### src/rtl/blm_pkg.sv
// Shared package of the battery level monitor: widths, register indexes,
// level codes, limit tables and the structs between controller and datapath.
// No dependencies.
package blm_pkg;

  // Batch size; the batch sum keeps 17 bits, so up to 32 samples fit.
  localparam int unsigned SamplesPerReport = 30;

  localparam int unsigned SampleW = 12;
  localparam int unsigned SumW    = 17;
  localparam int unsigned CountW  = 5;
  localparam int unsigned AvgW    = 12;
  localparam int unsigned MvW     = 14;
  localparam int unsigned EmaW    = 22;
  localparam int unsigned LevelW  = 2;
  localparam int unsigned PctW    = 7;
  localparam int unsigned LimW    = 9;
  localparam int unsigned ScaleW  = 18;
  localparam int unsigned AlphaW  = 17;
  localparam int unsigned HystW   = 10;

  // Mean by reciprocal multiply: exact for any 17-bit sum and batch size <= 32.
  localparam int unsigned AvgShift  = 22;
  localparam int unsigned RecipW    = 23;
  localparam int unsigned AvgProdW  = SumW + RecipW;
  localparam logic [RecipW-1:0] AvgRecip =
    RecipW'(((64'd1 << AvgShift) + 64'(SamplesPerReport) - 64'd1) / 64'(SamplesPerReport));

  localparam int unsigned MvProdW = AvgW + ScaleW;
  localparam int unsigned FiltProdW = AlphaW + EmaW;
  localparam int unsigned NumW    = 29;
  localparam int unsigned DivSteps = 7;
  localparam int unsigned DivIdxW  = 3;
  localparam logic [PctW-1:0] PctFull = 7'd100;

  // Configuration port
  localparam int unsigned CfgIdxW  = 8;
  localparam int unsigned CfgDataW = 18;
  localparam logic [CfgIdxW-1:0] RegScale    = 8'd0;
  localparam logic [CfgIdxW-1:0] RegAlpha    = 8'd1;
  localparam logic [CfgIdxW-1:0] RegWarnOn   = 8'd2;
  localparam logic [CfgIdxW-1:0] RegCritOn   = 8'd3;
  localparam logic [CfgIdxW-1:0] RegShdOn    = 8'd4;
  localparam logic [CfgIdxW-1:0] RegHyst     = 8'd5;
  localparam logic [CfgIdxW-1:0] RegEmpty    = 8'd6;
  localparam logic [CfgIdxW-1:0] RegFull     = 8'd7;

  // Level codes
  localparam logic [LevelW-1:0] LvlOk       = 2'd0;
  localparam logic [LevelW-1:0] LvlWarn     = 2'd1;
  localparam logic [LevelW-1:0] LvlCrit     = 2'd2;
  localparam logic [LevelW-1:0] LvlShutdown = 2'd3;

  // Motion limits per level, Q8
  localparam logic [LimW-1:0] LimSpeed [4] = '{9'd256, 9'd179, 9'd102, 9'd0};
  localparam logic [LimW-1:0] LimAccel [4] = '{9'd256, 9'd154, 9'd77,  9'd0};
  localparam logic [LimW-1:0] LimPwm   [4] = '{9'd256, 9'd179, 9'd102, 9'd0};

  typedef struct packed {
    logic [ScaleW-1:0] scale;
    logic [AlphaW-1:0] alpha;
    logic [MvW-1:0]    warn_on;
    logic [MvW-1:0]    crit_on;
    logic [MvW-1:0]    shd_on;
    logic [HystW-1:0]  hyst;
    logic [MvW-1:0]    empty;
    logic [MvW-1:0]    full;
  } cfg_t;

  typedef struct packed {
    logic [AvgW-1:0]   adc_average;
    logic [MvW-1:0]    battery_mv;
    logic [MvW-1:0]    filtered_mv;
    logic [LevelW-1:0] level;
    logic [PctW-1:0]   percent;
    logic [LimW-1:0]   speed_limit;
    logic [LimW-1:0]   accel_limit;
    logic [LimW-1:0]   max_pwm;
    logic              report_valid;
  } out_item_t;

  typedef struct packed {
    logic accept;    // request taken this cycle
    logic avg_en;    // batch mean
    logic mv_en;     // millivolt scaling
    logic fprod_en;  // filter product
    logic fupd_en;   // filter update
    logic pct_en;    // level step and percent set-up
    logic div_en;    // one percent division step
    logic load_out;  // fill output register
    logic fallback;  // output register takes the failure report
  } dp_cmd_t;

  typedef struct packed {
    logic read_failed;
    logic last_sample;
    logic div_last;
  } dp_status_t;

endpackage

### src/rtl/blm_ifs.sv
// Channel interfaces of the battery level monitor: sample input, report output
// and register write. Depends on blm_pkg.
interface blm_in_if;
  import blm_pkg::*;
  logic               valid;
  logic               ready;
  logic [SampleW-1:0] sample;
  logic               read_failed;
  modport source (output valid, output sample, output read_failed, input ready);
  modport sink   (input valid, input sample, input read_failed, output ready);
endinterface

interface blm_out_if;
  import blm_pkg::*;
  logic              valid;
  logic              ready;
  logic [AvgW-1:0]   adc_average;
  logic [MvW-1:0]    battery_mv;
  logic [MvW-1:0]    filtered_mv;
  logic [LevelW-1:0] level;
  logic [PctW-1:0]   percent;
  logic [LimW-1:0]   speed_limit;
  logic [LimW-1:0]   accel_limit;
  logic [LimW-1:0]   max_pwm;
  logic              report_valid;
  modport source (output valid, output adc_average, output battery_mv, output filtered_mv,
                  output level, output percent, output speed_limit, output accel_limit,
                  output max_pwm, output report_valid, input ready);
  modport sink   (input valid, input adc_average, input battery_mv, input filtered_mv,
                  input level, input percent, input speed_limit, input accel_limit,
                  input max_pwm, input report_valid, output ready);
endinterface

interface blm_cfg_if;
  import blm_pkg::*;
  logic                valid;
  logic                ready;
  logic [CfgIdxW-1:0]  reg_index;
  logic [CfgDataW-1:0] wdata;
  modport source (output valid, output reg_index, output wdata, input ready);
  modport sink   (input valid, input reg_index, input wdata, output ready);
endinterface

### src/rtl/blm_regs.sv
// Configuration register file of the battery level monitor.
// Depends on blm_pkg and blm_cfg_if.
module blm_regs (
  input  logic          clk_i,
  input  logic          rst_ni,
  blm_cfg_if.sink       cfg_i,
  output blm_pkg::cfg_t cfg_o
);
  import blm_pkg::*;

  cfg_t cfg_q;

  assign cfg_i.ready = 1'b1;
  assign cfg_o       = cfg_q;

  // Out-of-range indexes are dropped; data is cut to each register's width.
  always_ff @(posedge clk_i or negedge rst_ni) begin
    if (!rst_ni) begin
      cfg_q.scale   <= 18'd212853;
      cfg_q.alpha   <= 17'd3277;
      cfg_q.warn_on <= 14'd10500;
      cfg_q.crit_on <= 14'd9900;
      cfg_q.shd_on  <= 14'd9600;
      cfg_q.hyst    <= 10'd200;
      cfg_q.empty   <= 14'd9600;
      cfg_q.full    <= 14'd12600;
    end else if (cfg_i.valid) begin
      case (cfg_i.reg_index)
        RegScale:  cfg_q.scale   <= cfg_i.wdata[ScaleW-1:0];
        RegAlpha:  cfg_q.alpha   <= cfg_i.wdata[AlphaW-1:0];
        RegWarnOn: cfg_q.warn_on <= cfg_i.wdata[MvW-1:0];
        RegCritOn: cfg_q.crit_on <= cfg_i.wdata[MvW-1:0];
        RegShdOn:  cfg_q.shd_on  <= cfg_i.wdata[MvW-1:0];
        RegHyst:   cfg_q.hyst    <= cfg_i.wdata[HystW-1:0];
        RegEmpty:  cfg_q.empty   <= cfg_i.wdata[MvW-1:0];
        RegFull:   cfg_q.full    <= cfg_i.wdata[MvW-1:0];
        default: ;
      endcase
    end
  end

endmodule

### src/rtl/blm_ctrl.sv
// Controller of the battery level monitor: sequences one batch-end
// computation and owns the output valid flag. Depends on blm_pkg.
module blm_ctrl (
  input  logic                clk_i,
  input  logic                rst_ni,
  input  logic                in_valid_i,
  output logic                in_ready_o,
  input  logic                out_ready_i,
  output logic                out_valid_o,
  input  blm_pkg::dp_status_t status_i,
  output blm_pkg::dp_cmd_t    cmd_o
);
  import blm_pkg::*;

  typedef enum logic [2:0] {
    StIdle, StAvg, StMv, StFprod, StFupd, StPct, StDiv, StEmit
  } state_e;

  state_e state_q;
  logic   fallback_q;
  logic   out_valid_q;

  assign in_ready_o  = (state_q == StIdle);
  assign out_valid_o = out_valid_q;

  always_comb begin
    cmd_o = '0;
    case (state_q)
      StIdle:  cmd_o.accept   = in_valid_i;
      StAvg:   cmd_o.avg_en   = 1'b1;
      StMv:    cmd_o.mv_en    = 1'b1;
      StFprod: cmd_o.fprod_en = 1'b1;
      StFupd:  cmd_o.fupd_en  = 1'b1;
      StPct:   cmd_o.pct_en   = 1'b1;
      StDiv:   cmd_o.div_en   = 1'b1;
      StEmit: begin
        cmd_o.load_out = !out_valid_q || out_ready_i;
        cmd_o.fallback = fallback_q;
      end
      default: ;
    endcase
  end

  always_ff @(posedge clk_i or negedge rst_ni) begin
    if (!rst_ni) begin
      state_q     <= StIdle;
      fallback_q  <= 1'b0;
      out_valid_q <= 1'b0;
    end else begin
      if (cmd_o.load_out) begin
        out_valid_q <= 1'b1;
      end else if (out_ready_i) begin
        out_valid_q <= 1'b0;
      end
      case (state_q)
        StIdle: begin
          if (in_valid_i) begin
            if (status_i.read_failed) begin
              fallback_q <= 1'b1;
              state_q    <= StEmit;
            end else if (status_i.last_sample) begin
              fallback_q <= 1'b0;
              state_q    <= StAvg;
            end
          end
        end
        StAvg:   state_q <= StMv;
        StMv:    state_q <= StFprod;
        StFprod: state_q <= StFupd;
        StFupd:  state_q <= StPct;
        StPct:   state_q <= StDiv;
        StDiv: begin
          if (status_i.div_last) begin
            state_q <= StEmit;
          end
        end
        StEmit: begin
          if (cmd_o.load_out) begin
            state_q <= StIdle;
          end
        end
        default: state_q <= StIdle;
      endcase
    end
  end

endmodule

### src/rtl/blm_dp.sv
// Datapath of the battery level monitor: batch accumulator, mean, scaling,
// EMA filter, hysteresis level, percent divider, output register. Depends on blm_pkg.
module blm_dp (
  input  logic                       clk_i,
  input  logic                       rst_ni,
  input  logic [blm_pkg::SampleW-1:0] sample_i,
  input  logic                       read_failed_i,
  input  blm_pkg::cfg_t              cfg_i,
  input  blm_pkg::dp_cmd_t           cmd_i,
  output blm_pkg::dp_status_t        status_o,
  output blm_pkg::out_item_t         out_o
);
  import blm_pkg::*;

  // Architectural state
  logic [SumW-1:0]   sum_q;
  logic [CountW-1:0] count_q;
  logic [EmaW-1:0]   ema_q, ema_d;
  logic              loaded_q;
  logic [LevelW-1:0] level_q, level_d;

  // Work registers
  logic [AvgW-1:0]      avg_q;
  logic [MvW-1:0]       mv_q;
  logic [FiltProdW-1:0] fprod_q;
  logic                 rising_q;
  logic [NumW-1:0]      rem_q;
  logic [EmaW-1:0]      span_q;
  logic [PctW-1:0]      quot_q;
  logic [DivIdxW-1:0]   div_idx_q;
  logic                 pct_zero_q, pct_full_q;
  out_item_t            out_q;

  logic                 last;
  logic [AvgProdW-1:0]  avg_prod;
  logic [MvProdW-1:0]   mv_prod;
  logic [AlphaW-1:0]    alpha_eff;
  logic [EmaW-1:0]      x_val, diff;
  logic [FiltProdW-1:0] dec_round;
  logic [EmaW-1:0]      empty8, full8, span;
  logic [NumW-1:0]      num, trial;
  logic [EmaW:0]        f_ext, warn8, crit8, shd8, warn_up, crit_up, shd_up;
  logic [PctW-1:0]      pct;

  assign last = (count_q == CountW'(SamplesPerReport - 1));

  assign status_o.read_failed = read_failed_i;
  assign status_o.last_sample = last;
  assign status_o.div_last    = (div_idx_q == '0);

  // Mean and millivolts; 12 x 18 bits >> 16 never passes 16383.
  assign avg_prod = AvgProdW'(sum_q) * AvgProdW'(AvgRecip);
  assign mv_prod  = MvProdW'(avg_q) * MvProdW'(cfg_i.scale);

  // Filter
  assign alpha_eff = cfg_i.alpha[AlphaW-1] ? {1'b1, {(AlphaW-1){1'b0}}} : cfg_i.alpha;
  assign x_val     = {mv_q, 8'b0};
  assign diff      = (x_val >= ema_q) ? (x_val - ema_q) : (ema_q - x_val);
  assign dec_round = fprod_q + FiltProdW'(16'hFFFF);

  always_comb begin
    if (!loaded_q) begin
      ema_d = x_val;
    end else if (rising_q) begin
      ema_d = ema_q + EmaW'(fprod_q[FiltProdW-1:16]);
    end else begin
      ema_d = ema_q - EmaW'(dec_round[FiltProdW-1:16]);
    end
  end

  // Hysteresis, compared in Q8
  assign f_ext   = {1'b0, ema_q};
  assign warn8   = {1'b0, cfg_i.warn_on, 8'b0};
  assign crit8   = {1'b0, cfg_i.crit_on, 8'b0};
  assign shd8    = {1'b0, cfg_i.shd_on, 8'b0};
  assign warn_up = {({1'b0, cfg_i.warn_on} + (MvW+1)'(cfg_i.hyst)), 8'b0};
  assign crit_up = {({1'b0, cfg_i.crit_on} + (MvW+1)'(cfg_i.hyst)), 8'b0};
  assign shd_up  = {({1'b0, cfg_i.shd_on} + (MvW+1)'(cfg_i.hyst)), 8'b0};

  always_comb begin
    level_d = level_q;
    case (level_q)
      LvlOk: begin
        if (f_ext < warn8) level_d = LvlWarn;
      end
      LvlWarn: begin
        if (f_ext < crit8) level_d = LvlCrit;
        else if (f_ext > warn_up) level_d = LvlOk;
      end
      LvlCrit: begin
        if (f_ext < shd8) level_d = LvlShutdown;
        else if (f_ext > crit_up) level_d = LvlWarn;
      end
      default: begin
        if (f_ext > shd_up) level_d = LvlCrit;
      end
    endcase
  end

  // Percent set-up and restoring division, one quotient bit per step
  assign empty8 = {cfg_i.empty, 8'b0};
  assign full8  = {cfg_i.full, 8'b0};
  assign span   = full8 - empty8;
  assign num    = NumW'(ema_q - empty8) * NumW'(PctFull) + NumW'(span >> 1);
  assign trial  = NumW'(span_q) << div_idx_q;
  assign pct    = pct_zero_q ? '0 : (pct_full_q ? PctFull : quot_q);

  always_ff @(posedge clk_i or negedge rst_ni) begin
    if (!rst_ni) begin
      sum_q    <= '0;
      count_q  <= '0;
      ema_q    <= '0;
      loaded_q <= 1'b0;
      level_q  <= LvlOk;
    end else begin
      if (cmd_i.accept) begin
        if (read_failed_i) begin
          sum_q   <= '0;
          count_q <= '0;
        end else begin
          sum_q   <= sum_q + SumW'(sample_i);
          count_q <= last ? '0 : count_q + 1'b1;
        end
      end
      if (cmd_i.avg_en) begin
        sum_q <= '0;
      end
      if (cmd_i.fupd_en) begin
        ema_q    <= ema_d;
        loaded_q <= 1'b1;
      end
      if (cmd_i.pct_en) begin
        level_q <= level_d;
      end
    end
  end

  always_ff @(posedge clk_i) begin
    if (cmd_i.avg_en) begin
      avg_q <= avg_prod[AvgShift +: AvgW];
    end
    if (cmd_i.mv_en) begin
      mv_q <= mv_prod[MvProdW-1:16];
    end
    if (cmd_i.fprod_en) begin
      fprod_q  <= FiltProdW'(alpha_eff) * FiltProdW'(diff);
      rising_q <= (x_val >= ema_q);
    end
    if (cmd_i.pct_en) begin
      pct_zero_q <= (cfg_i.full <= cfg_i.empty) || (ema_q <= empty8);
      pct_full_q <= (ema_q >= full8);
      span_q     <= span;
      rem_q      <= num;
      quot_q     <= '0;
      div_idx_q  <= DivIdxW'(DivSteps - 1);
    end
    if (cmd_i.div_en) begin
      if (rem_q >= trial) begin
        rem_q             <= rem_q - trial;
        quot_q[div_idx_q] <= 1'b1;
      end
      div_idx_q <= div_idx_q - 1'b1;
    end
    if (cmd_i.load_out) begin
      if (cmd_i.fallback) begin
        out_q.adc_average  <= '0;
        out_q.battery_mv   <= '0;
        out_q.filtered_mv  <= '0;
        out_q.level        <= LvlOk;
        out_q.percent      <= '0;
        out_q.speed_limit  <= LimSpeed[LvlOk];
        out_q.accel_limit  <= LimAccel[LvlOk];
        out_q.max_pwm      <= LimPwm[LvlOk];
        out_q.report_valid <= 1'b0;
      end else begin
        out_q.adc_average  <= avg_q;
        out_q.battery_mv   <= mv_q;
        out_q.filtered_mv  <= ema_q[EmaW-1:8];
        out_q.level        <= level_q;
        out_q.percent      <= pct;
        out_q.speed_limit  <= LimSpeed[level_q];
        out_q.accel_limit  <= LimAccel[level_q];
        out_q.max_pwm      <= LimPwm[level_q];
        out_q.report_valid <= 1'b1;
      end
    end
  end

  assign out_o = out_q;

endmodule

### src/rtl/battery_level_monitor_core.sv
// Battery level monitor, top level: register file, controller and datapath.
// Depends on blm_pkg, blm_ifs, blm_regs, blm_ctrl and blm_dp.
//
// Use:
//   in_i   - one request per raw ADC sample (sample, read_failed).
//   out_o  - one report per completed batch of SamplesPerReport good samples,
//            or a fallback report (report_valid 0) at once for a failed read.
//   cfg_i  - register writes (index 0..7), always ready; write only when idle.
// Sequence:
//   A sample that does not close a batch is accumulated; in_ready stays
//   high. A batch-closing sample runs mean, scaling, filter product, filter
//   update, level/percent set-up and a 7-step restoring divider (one quotient
//   bit per cycle), then loads the report into the output register; in_ready
//   is low meanwhile. A failed read goes straight to loading its fallback report.
// Reset: batch, filter (unloaded) and level (ok) clear; registers take their
//   defaults; no report pending.
// Stall: the output register holds a report until taken; further samples are
//   still accumulated, and the next report waits in its final state.
module battery_level_monitor_core (
  input  logic     clk_i,
  input  logic     rst_ni,
  blm_in_if.sink   in_i,
  blm_out_if.source out_o,
  blm_cfg_if.sink  cfg_i
);
  import blm_pkg::*;

  cfg_t       cfg;
  dp_cmd_t    cmd;
  dp_status_t status;
  out_item_t  item;

  blm_regs u_regs (
    .clk_i  (clk_i),
    .rst_ni (rst_ni),
    .cfg_i  (cfg_i),
    .cfg_o  (cfg)
  );

  blm_ctrl u_ctrl (
    .clk_i       (clk_i),
    .rst_ni      (rst_ni),
    .in_valid_i  (in_i.valid),
    .in_ready_o  (in_i.ready),
    .out_ready_i (out_o.ready),
    .out_valid_o (out_o.valid),
    .status_i    (status),
    .cmd_o       (cmd)
  );

  blm_dp u_dp (
    .clk_i         (clk_i),
    .rst_ni        (rst_ni),
    .sample_i      (in_i.sample),
    .read_failed_i (in_i.read_failed),
    .cfg_i         (cfg),
    .cmd_i         (cmd),
    .status_o      (status),
    .out_o         (item)
  );

  // Report fields straight from the output register
  assign out_o.adc_average  = item.adc_average;
  assign out_o.battery_mv   = item.battery_mv;
  assign out_o.filtered_mv  = item.filtered_mv;
  assign out_o.level        = item.level;
  assign out_o.percent      = item.percent;
  assign out_o.speed_limit  = item.speed_limit;
  assign out_o.accel_limit  = item.accel_limit;
  assign out_o.max_pwm      = item.max_pwm;
  assign out_o.report_valid = item.report_valid;

endmodule

### src/flat_wrapper.sv
// flat-port wrapper written by rule: the top's interface ports become plain ports
module battery_level_monitor_core_flat import blm_pkg::*;
  (clk_i, rst_ni, in_i_valid, in_i_sample, in_i_read_failed, in_i_ready, out_o_valid, out_o_adc_average, out_o_battery_mv, out_o_filtered_mv, out_o_level, out_o_percent, out_o_speed_limit, out_o_accel_limit, out_o_max_pwm, out_o_report_valid, out_o_ready, cfg_i_valid, cfg_i_reg_index, cfg_i_wdata, cfg_i_ready);
  blm_in_if in_i_i ();
  blm_out_if out_o_i ();
  blm_cfg_if cfg_i_i ();
  input  logic clk_i;
  input  logic rst_ni;
  input wire logic [$bits(in_i_i.valid)-1:0] in_i_valid;
  input wire logic [$bits(in_i_i.sample)-1:0] in_i_sample;
  input wire logic [$bits(in_i_i.read_failed)-1:0] in_i_read_failed;
  output wire logic [$bits(in_i_i.ready)-1:0] in_i_ready;
  output wire logic [$bits(out_o_i.valid)-1:0] out_o_valid;
  output wire logic [$bits(out_o_i.adc_average)-1:0] out_o_adc_average;
  output wire logic [$bits(out_o_i.battery_mv)-1:0] out_o_battery_mv;
  output wire logic [$bits(out_o_i.filtered_mv)-1:0] out_o_filtered_mv;
  output wire logic [$bits(out_o_i.level)-1:0] out_o_level;
  output wire logic [$bits(out_o_i.percent)-1:0] out_o_percent;
  output wire logic [$bits(out_o_i.speed_limit)-1:0] out_o_speed_limit;
  output wire logic [$bits(out_o_i.accel_limit)-1:0] out_o_accel_limit;
  output wire logic [$bits(out_o_i.max_pwm)-1:0] out_o_max_pwm;
  output wire logic [$bits(out_o_i.report_valid)-1:0] out_o_report_valid;
  input wire logic [$bits(out_o_i.ready)-1:0] out_o_ready;
  input wire logic [$bits(cfg_i_i.valid)-1:0] cfg_i_valid;
  input wire logic [$bits(cfg_i_i.reg_index)-1:0] cfg_i_reg_index;
  input wire logic [$bits(cfg_i_i.wdata)-1:0] cfg_i_wdata;
  output wire logic [$bits(cfg_i_i.ready)-1:0] cfg_i_ready;
  assign in_i_i.valid = in_i_valid;
  assign in_i_i.sample = in_i_sample;
  assign in_i_i.read_failed = in_i_read_failed;
  assign in_i_ready = in_i_i.ready;
  assign out_o_valid = out_o_i.valid;
  assign out_o_adc_average = out_o_i.adc_average;
  assign out_o_battery_mv = out_o_i.battery_mv;
  assign out_o_filtered_mv = out_o_i.filtered_mv;
  assign out_o_level = out_o_i.level;
  assign out_o_percent = out_o_i.percent;
  assign out_o_speed_limit = out_o_i.speed_limit;
  assign out_o_accel_limit = out_o_i.accel_limit;
  assign out_o_max_pwm = out_o_i.max_pwm;
  assign out_o_report_valid = out_o_i.report_valid;
  assign out_o_i.ready = out_o_ready;
  assign cfg_i_i.valid = cfg_i_valid;
  assign cfg_i_i.reg_index = cfg_i_reg_index;
  assign cfg_i_i.wdata = cfg_i_wdata;
  assign cfg_i_ready = cfg_i_i.ready;
  battery_level_monitor_core u_core (.clk_i(clk_i), .rst_ni(rst_ni), .in_i(in_i_i), .out_o(out_o_i), .cfg_i(cfg_i_i));
endmodule
### config.mk
export PLATFORM = sky130hd
export DESIGN_NAME = battery_level_monitor_core_flat
export DESIGN_NICKNAME = d
export VERILOG_FILES = /design/src/rtl/blm_pkg.sv /design/src/rtl/blm_ifs.sv /design/src/rtl/blm_regs.sv /design/src/rtl/blm_ctrl.sv /design/src/rtl/blm_dp.sv /design/src/rtl/battery_level_monitor_core.sv /design/src/flat_wrapper.sv
export SDC_FILE = /design/constraint.sdc
export NUM_CORES = 2
export LEC_CHECK = 0
export BUFFER_PORTS_ARGS = -buffer_cell sky130_fd_sc_hd__buf_2
export CORE_ASPECT_RATIO = 1.75
export CORE_UTILIZATION = 39
export DETAILED_ROUTE_END_ITERATION = 10
export SYNTH_ARGS = -nofsm -noshare
export SYNTH_HDL_FRONTEND = slang
export SYNTH_SLANG_ARGS = --single-unit
### constraint.sdc
create_clock -name clk_i -period 15.07 [get_ports clk_i]
set_clock_uncertainty 0.05 [all_clocks]
set_input_delay 3.014 -clock clk_i [delete_from_list [all_inputs] [get_ports clk_i]]
set_output_delay 3.014 -clock clk_i [all_outputs]
set_load 0.01 [all_outputs]
# == Word-level counts from Yosys, hierarchy flattened ==
# Index checks and enable logic that the tools add are counted.
# op_classes
addsub,15
eq_ne,24
n_bitwise,2
reduce_logical,26
magnitude_cmp,14
shifts,1
n_mul,4
n_mux,52
# op_table
cell,n
22-bit subtractor,4
29-bit two-way mux,3
22-bit by 23-bit greater-than comparator with 1-bit output,3
17-bit two-way mux,4
22-bit < comparator,3
22-bit two-way mux,3
14-bit by 10-bit adder with 15-bit output,3
22-bit greater-or-equal comparator,2
38-bit by 16-bit adder with 38-bit output (second input constant),1
17-bit by 22-bit multiplier with 38-bit output,1
9-bit binary-select mux with 2-bit select,2
9-bit two-way mux,4
17-bit by 18-bit multiplier with 34-bit output (second input constant),1
8-bit by 3-bit == test with 1-bit output (second input constant),4
12-bit by 18-bit multiplier with 30-bit output,1
29-bit by 21-bit adder with 29-bit output,1
29-bit greater-or-equal comparator,1
29-bit by 5-bit multiplier with 27-bit output (second input constant),1
22-bit by 3-bit left shift with 29-bit output,1
29-bit subtractor,1
7-bit two-way mux,4
3-bit one-hot mux with 8 select lines,1
22-bit by 22-bit subtractor with 23-bit output,1
22-bit adder,1
42 further kinds,87
# totals
regBits,363
input_bits,44
out_inout_bits,80
wordCells,173

# == Depth between registers and ports, before layout ==
# logic_depth
ltp_word,7
ltp_mapped,39
ltp_nobuf,34

# == Hierarchy ==
# From an unflattened synthesis, not the netlist that was laid out.
# unflattened
hier_cells,5024
area_unflattened_um2,46946.3
# modules_own_cells
mod,area_per_inst_um2,seq_area_each_um2,n_inst,cells_per_inst
blm_dp,42110.4,6070.8,1,4726
blm_regs,4410.5,2937.8,1,254
blm_ctrl,425.4,125.1,1,44

# == Least setup slack after synthesis ==
# No wires, ideal clock.
# synth_path
kind,reg2reg
start,register u_core.u_dp.ema_q[0]
end,"register u_core.u_dp.fprod_q[36], data pin"
path_stages_with_launch,38
setup_time_ns,0.262
required_ns,14.758
path_buffers,5
arrival_ns,8.628
slack_ns,6.130
path_cell_list,dfrtp_1 > clkbuf_1 > inv_1 > clkbuf_1 > ha_1 > nand4_1 > o21ai_1 > a31oi_1 > o211a_1 > o21a_4 > buf_2 > o21ai_0 > xor2_1 > buf_2 > nand2_1 > fa_1 > inv_1 > fa_1 > [2 not listed] > inv_1 > fa_1 > inv_1 > fa_1 > inv_1 > fa_1 > ha_1 > buf_2 > a21oi_1 > o21ai_0 > or4_1 > o221a_2 > o21a_1 > a211oi_2 > o31ai_1 > a41oi_2 > a21oi_1 > xor2_1
# synth_via
elab_chain_cells,3
word_cells_on_any_way,5
cone_classes,add/sub (2); mul (1); order compare (1); mux (1)
# synth_lines
element,line,rtl
start: declaration,blm_dp.sv:18,"logic [EmaW-1:0] ema_q, ema_d;"
start signal: assignment,blm_dp.sv:129,ema_q <= ema_d;
22-bit subtractor / 22-bit greater-or-equal comparator (equally long branches),blm_dp.sv:58,assign diff = (x_val >= ema_q) ? (x_val - ema_q) : (ema_q - x_val);
22-bit two-way mux (*),blm_dp.sv:58,
17-bit by 22-bit multiplier with 38-bit output (*),blm_dp.sv:146,fprod_q <= FiltProdW'(alpha_eff) * FiltProdW'(diff);
end signal: assignment,blm_dp.sv:146,
end: declaration,blm_dp.sv:25,logic [FiltProdW-1:0] fprod_q;
# Mark *: on every way between the ends. The rest lies on a longest branch, timed or not.
# A chain may end at the register's enable or synchronous reset.

# == Final worst setup path ==
# layout_path
start,register u_core.u_dp.ema_q[0]
end,"register u_core.u_dp.fprod_q[35], data pin"
# Same word-level chain as after synthesis.

==> metrics.txt <==
die area 121000 sq um; ANT nets after route 0; nets 6251; Clock Sinks roughly 340; Post-CTS Setup Repair Bufs 0; FILL cells 11600; Yosys cell types between 100 and 150; slew of the pin with the lowest slew margin 1.14 ns; CP arrival 11.01 ns; first-pass GRT wire length 212000 um; synth top area cells fa_1, ha_1, edfxtp_1, inv_1, dfrtp_1; DRC errors left 0; maxcap violations 0; Commonest cells post-synth inv_1, ha_1, nand2_1; CP Buf/Inv Count 7; Post-Synthesis Cells 5013; Worst EP required between 15 and 20 ns; post-synthesis sequential area ratio 19.6%; CTS root buf clkbuf_16; Most common cell on crit path fa_1; Hold Crit Class reg2reg; die span in y about 460 um; CP max FO 21; CTS Hold Bufs 0; vias in the first global route around 38000; Crit-path slowest cell o41ai_1; GRT overflow 0; Synth area leader fa_1; Avg Cell Area, Syn 9.28 sq um; DRT Pass-1 Iters 7; final hold viol count 0; Worst-Skew Late Latency 0.62 ns; post-synthesis cell area 46500 sq um; IO buf count around 120; fin crit period between 10 and 15 ns; Synth top area share 22.5%; maximum clock frequency 93.5 MHz; RSZ-0062 raised after global routing false; share of cells above drive strength 1 9.46%; CTS tree done; die width between 200 and 300 um; Top delay family on crit path adder cells; count leader, synth inv_1; Crit Path Category reg2reg; io pins 124; Vias per Instance 5.36; CP Capture Type flip-flop; GPL Wtd Cong 0.956; Pins Over Slew Limit 0; H-tree level count 2; DP Wirelength 110000 um; final setup violation count 0; number of synthesized flops with an enable pin 141; Yosys reg bits 341; startpoint types flip-flop; Initial DRC Count 1820; largest net degree at the start of global routing 63; Routed WL roughly 140000 um; routed len/inst 20.4 um; fraction of registers with async set or reset after synthesis 49.0%; Tcrit/Tclk final 71.0%; total CTS buffers 40; Core Region 118000 sq um; setup_tns 0 ns; via count 35500; Main synth FF type edfxtp_1; CTS clk-pin slew, worst paths 0.07 ns; outcome finished, final reports clean; Initial Util 39.3%; max_slew headroom 23.6%; initial antenna violation count 5; post_cts resized 0; YS warnings 0; crit-path max cell delay between 0.9 and 1 ns; Total GRT Usage 22.8%; row count 167; Max Root-Sink Buffers 3; Area Growth Syn to Fin 7.91%
==> placed cells by master, fill, tap and decap left out, drive strengths merged, types with 54 or more instances in the layout <==
master / instances
nand2b: 54
nand3: 55
clkbuf: 59
dfrtp: 119
nand2: 571
a21oi: 196
nor2: 295
a21o: 85
buf: 183
fa: 524
inv: 827
edfxtp: 141
nor3: 72
ha: 618
o21ai: 177
xor2: 88
and2: 158
xnor2: 153
mux2: 106
nor2b: 63
==> final cells by class <==
type                       count  area, sq um  share of cell area, %
timing repair buffer         184         1090                   2.18
sequential                   341         9130                   18.2
clock inverter                15          229                  0.456
multi-input combinational   3673        33600                   66.8
tap                         1521         1900                   3.79
inverter                     825         3100                   6.17
antenna                        1         2.50                0.00498
clock buffer                  58         1190                   2.37
==> flip-flops by register name, summed over array words and instances (netlist names), 3 cells and up <==
register	flops
u_core.u_dp.mv_q	14
u_core.u_dp.avg_q	12
u_core.u_dp.quot_q	7
u_core.u_dp.count_q	5
u_core.u_dp.span_q	14
u_core.u_dp.div_idx_q	3
u_core.u_dp.rem_q	29
u_core.u_dp.fprod_q	38
u_core.u_dp.ema_q	22
u_core.u_dp.sum_q	17
u_core.u_regs.cfg_o	115
u_core.u_dp.out_o	54
u_core.u_ctrl.state_q	3
==> routing by layer <==
layer	track usage [%]	share of wire, %	routed length (um)	vias up
met5	0	0.037	50	-
met3	2.39	3.6	4840	353
met4	14.3	7.0	9510	8
met2	43.5	53	72100	862
met1	23.5	36	48800	17700
li1	-	-	-	16500
==> per-stage QoR <==
stage	instances	setup slack [ns]	util (%)	hold slack, ns	instance area (sq um)
after global routing	6618	3.87	42.5	0.423	50200
final	6618	4.37	42.5	0.397	50200
after CTS	6617	4.42	42.5	0.401	50200
after global placement	6544	4.68	41.3	0.379	48800
after floorplan	5015	6.13	-	0.364	46500
after detailed placement	6544	4.44	41.3	0.391	48800
==> cell families (layout without fill, tap and decap cells) <==
logic type,count (synthesis),after routing,synth area share (%)
AO/OA/AOI/OAI,732,732,10.2
other,2,5,0.0161
buffers and inverters,1001,1082,8.42
AND/OR/NAND/NOR,1407,1407,14.3
multiplexers,147,147,3.64
XOR/XNOR,241,241,4.62
adder cells (fa/ha/maj),1142,1142,39.2
flip-flops,341,341,19.6
==> worst min-delay path, cell delays in order (launching register included) <==
cell     delay [ns]
dfxtp_1        0.31
nand2_1        0.05
nand2_1        0.04
==> final timing paths <==
kind                                      start                       to  slack (ns)  depth (start not counted)
setup / recovery           u_core.u_dp.ema_q[0]  u_core.u_dp.fprod_q[35]        4.37                         32
hold / removal             u_core.u_dp.rem_q[7]     u_core.u_dp.rem_q[7]        0.40                          2
setup reg to reg           u_core.u_dp.ema_q[0]  u_core.u_dp.fprod_q[35]        4.37                         32
hold reg to reg            u_core.u_dp.rem_q[7]     u_core.u_dp.rem_q[7]        0.40                          2
max in group asynchronous                rst_ni    u_core.u_dp.sum_q[11]       10.61                          3
min in group asynchronous                rst_ni  u_core.u_regs.cfg_o[98]        2.35                          1
Power is left out: the tool's default activity adds up to more than one toggle a clock period on the data nets, which glitch-free logic cannot reach.
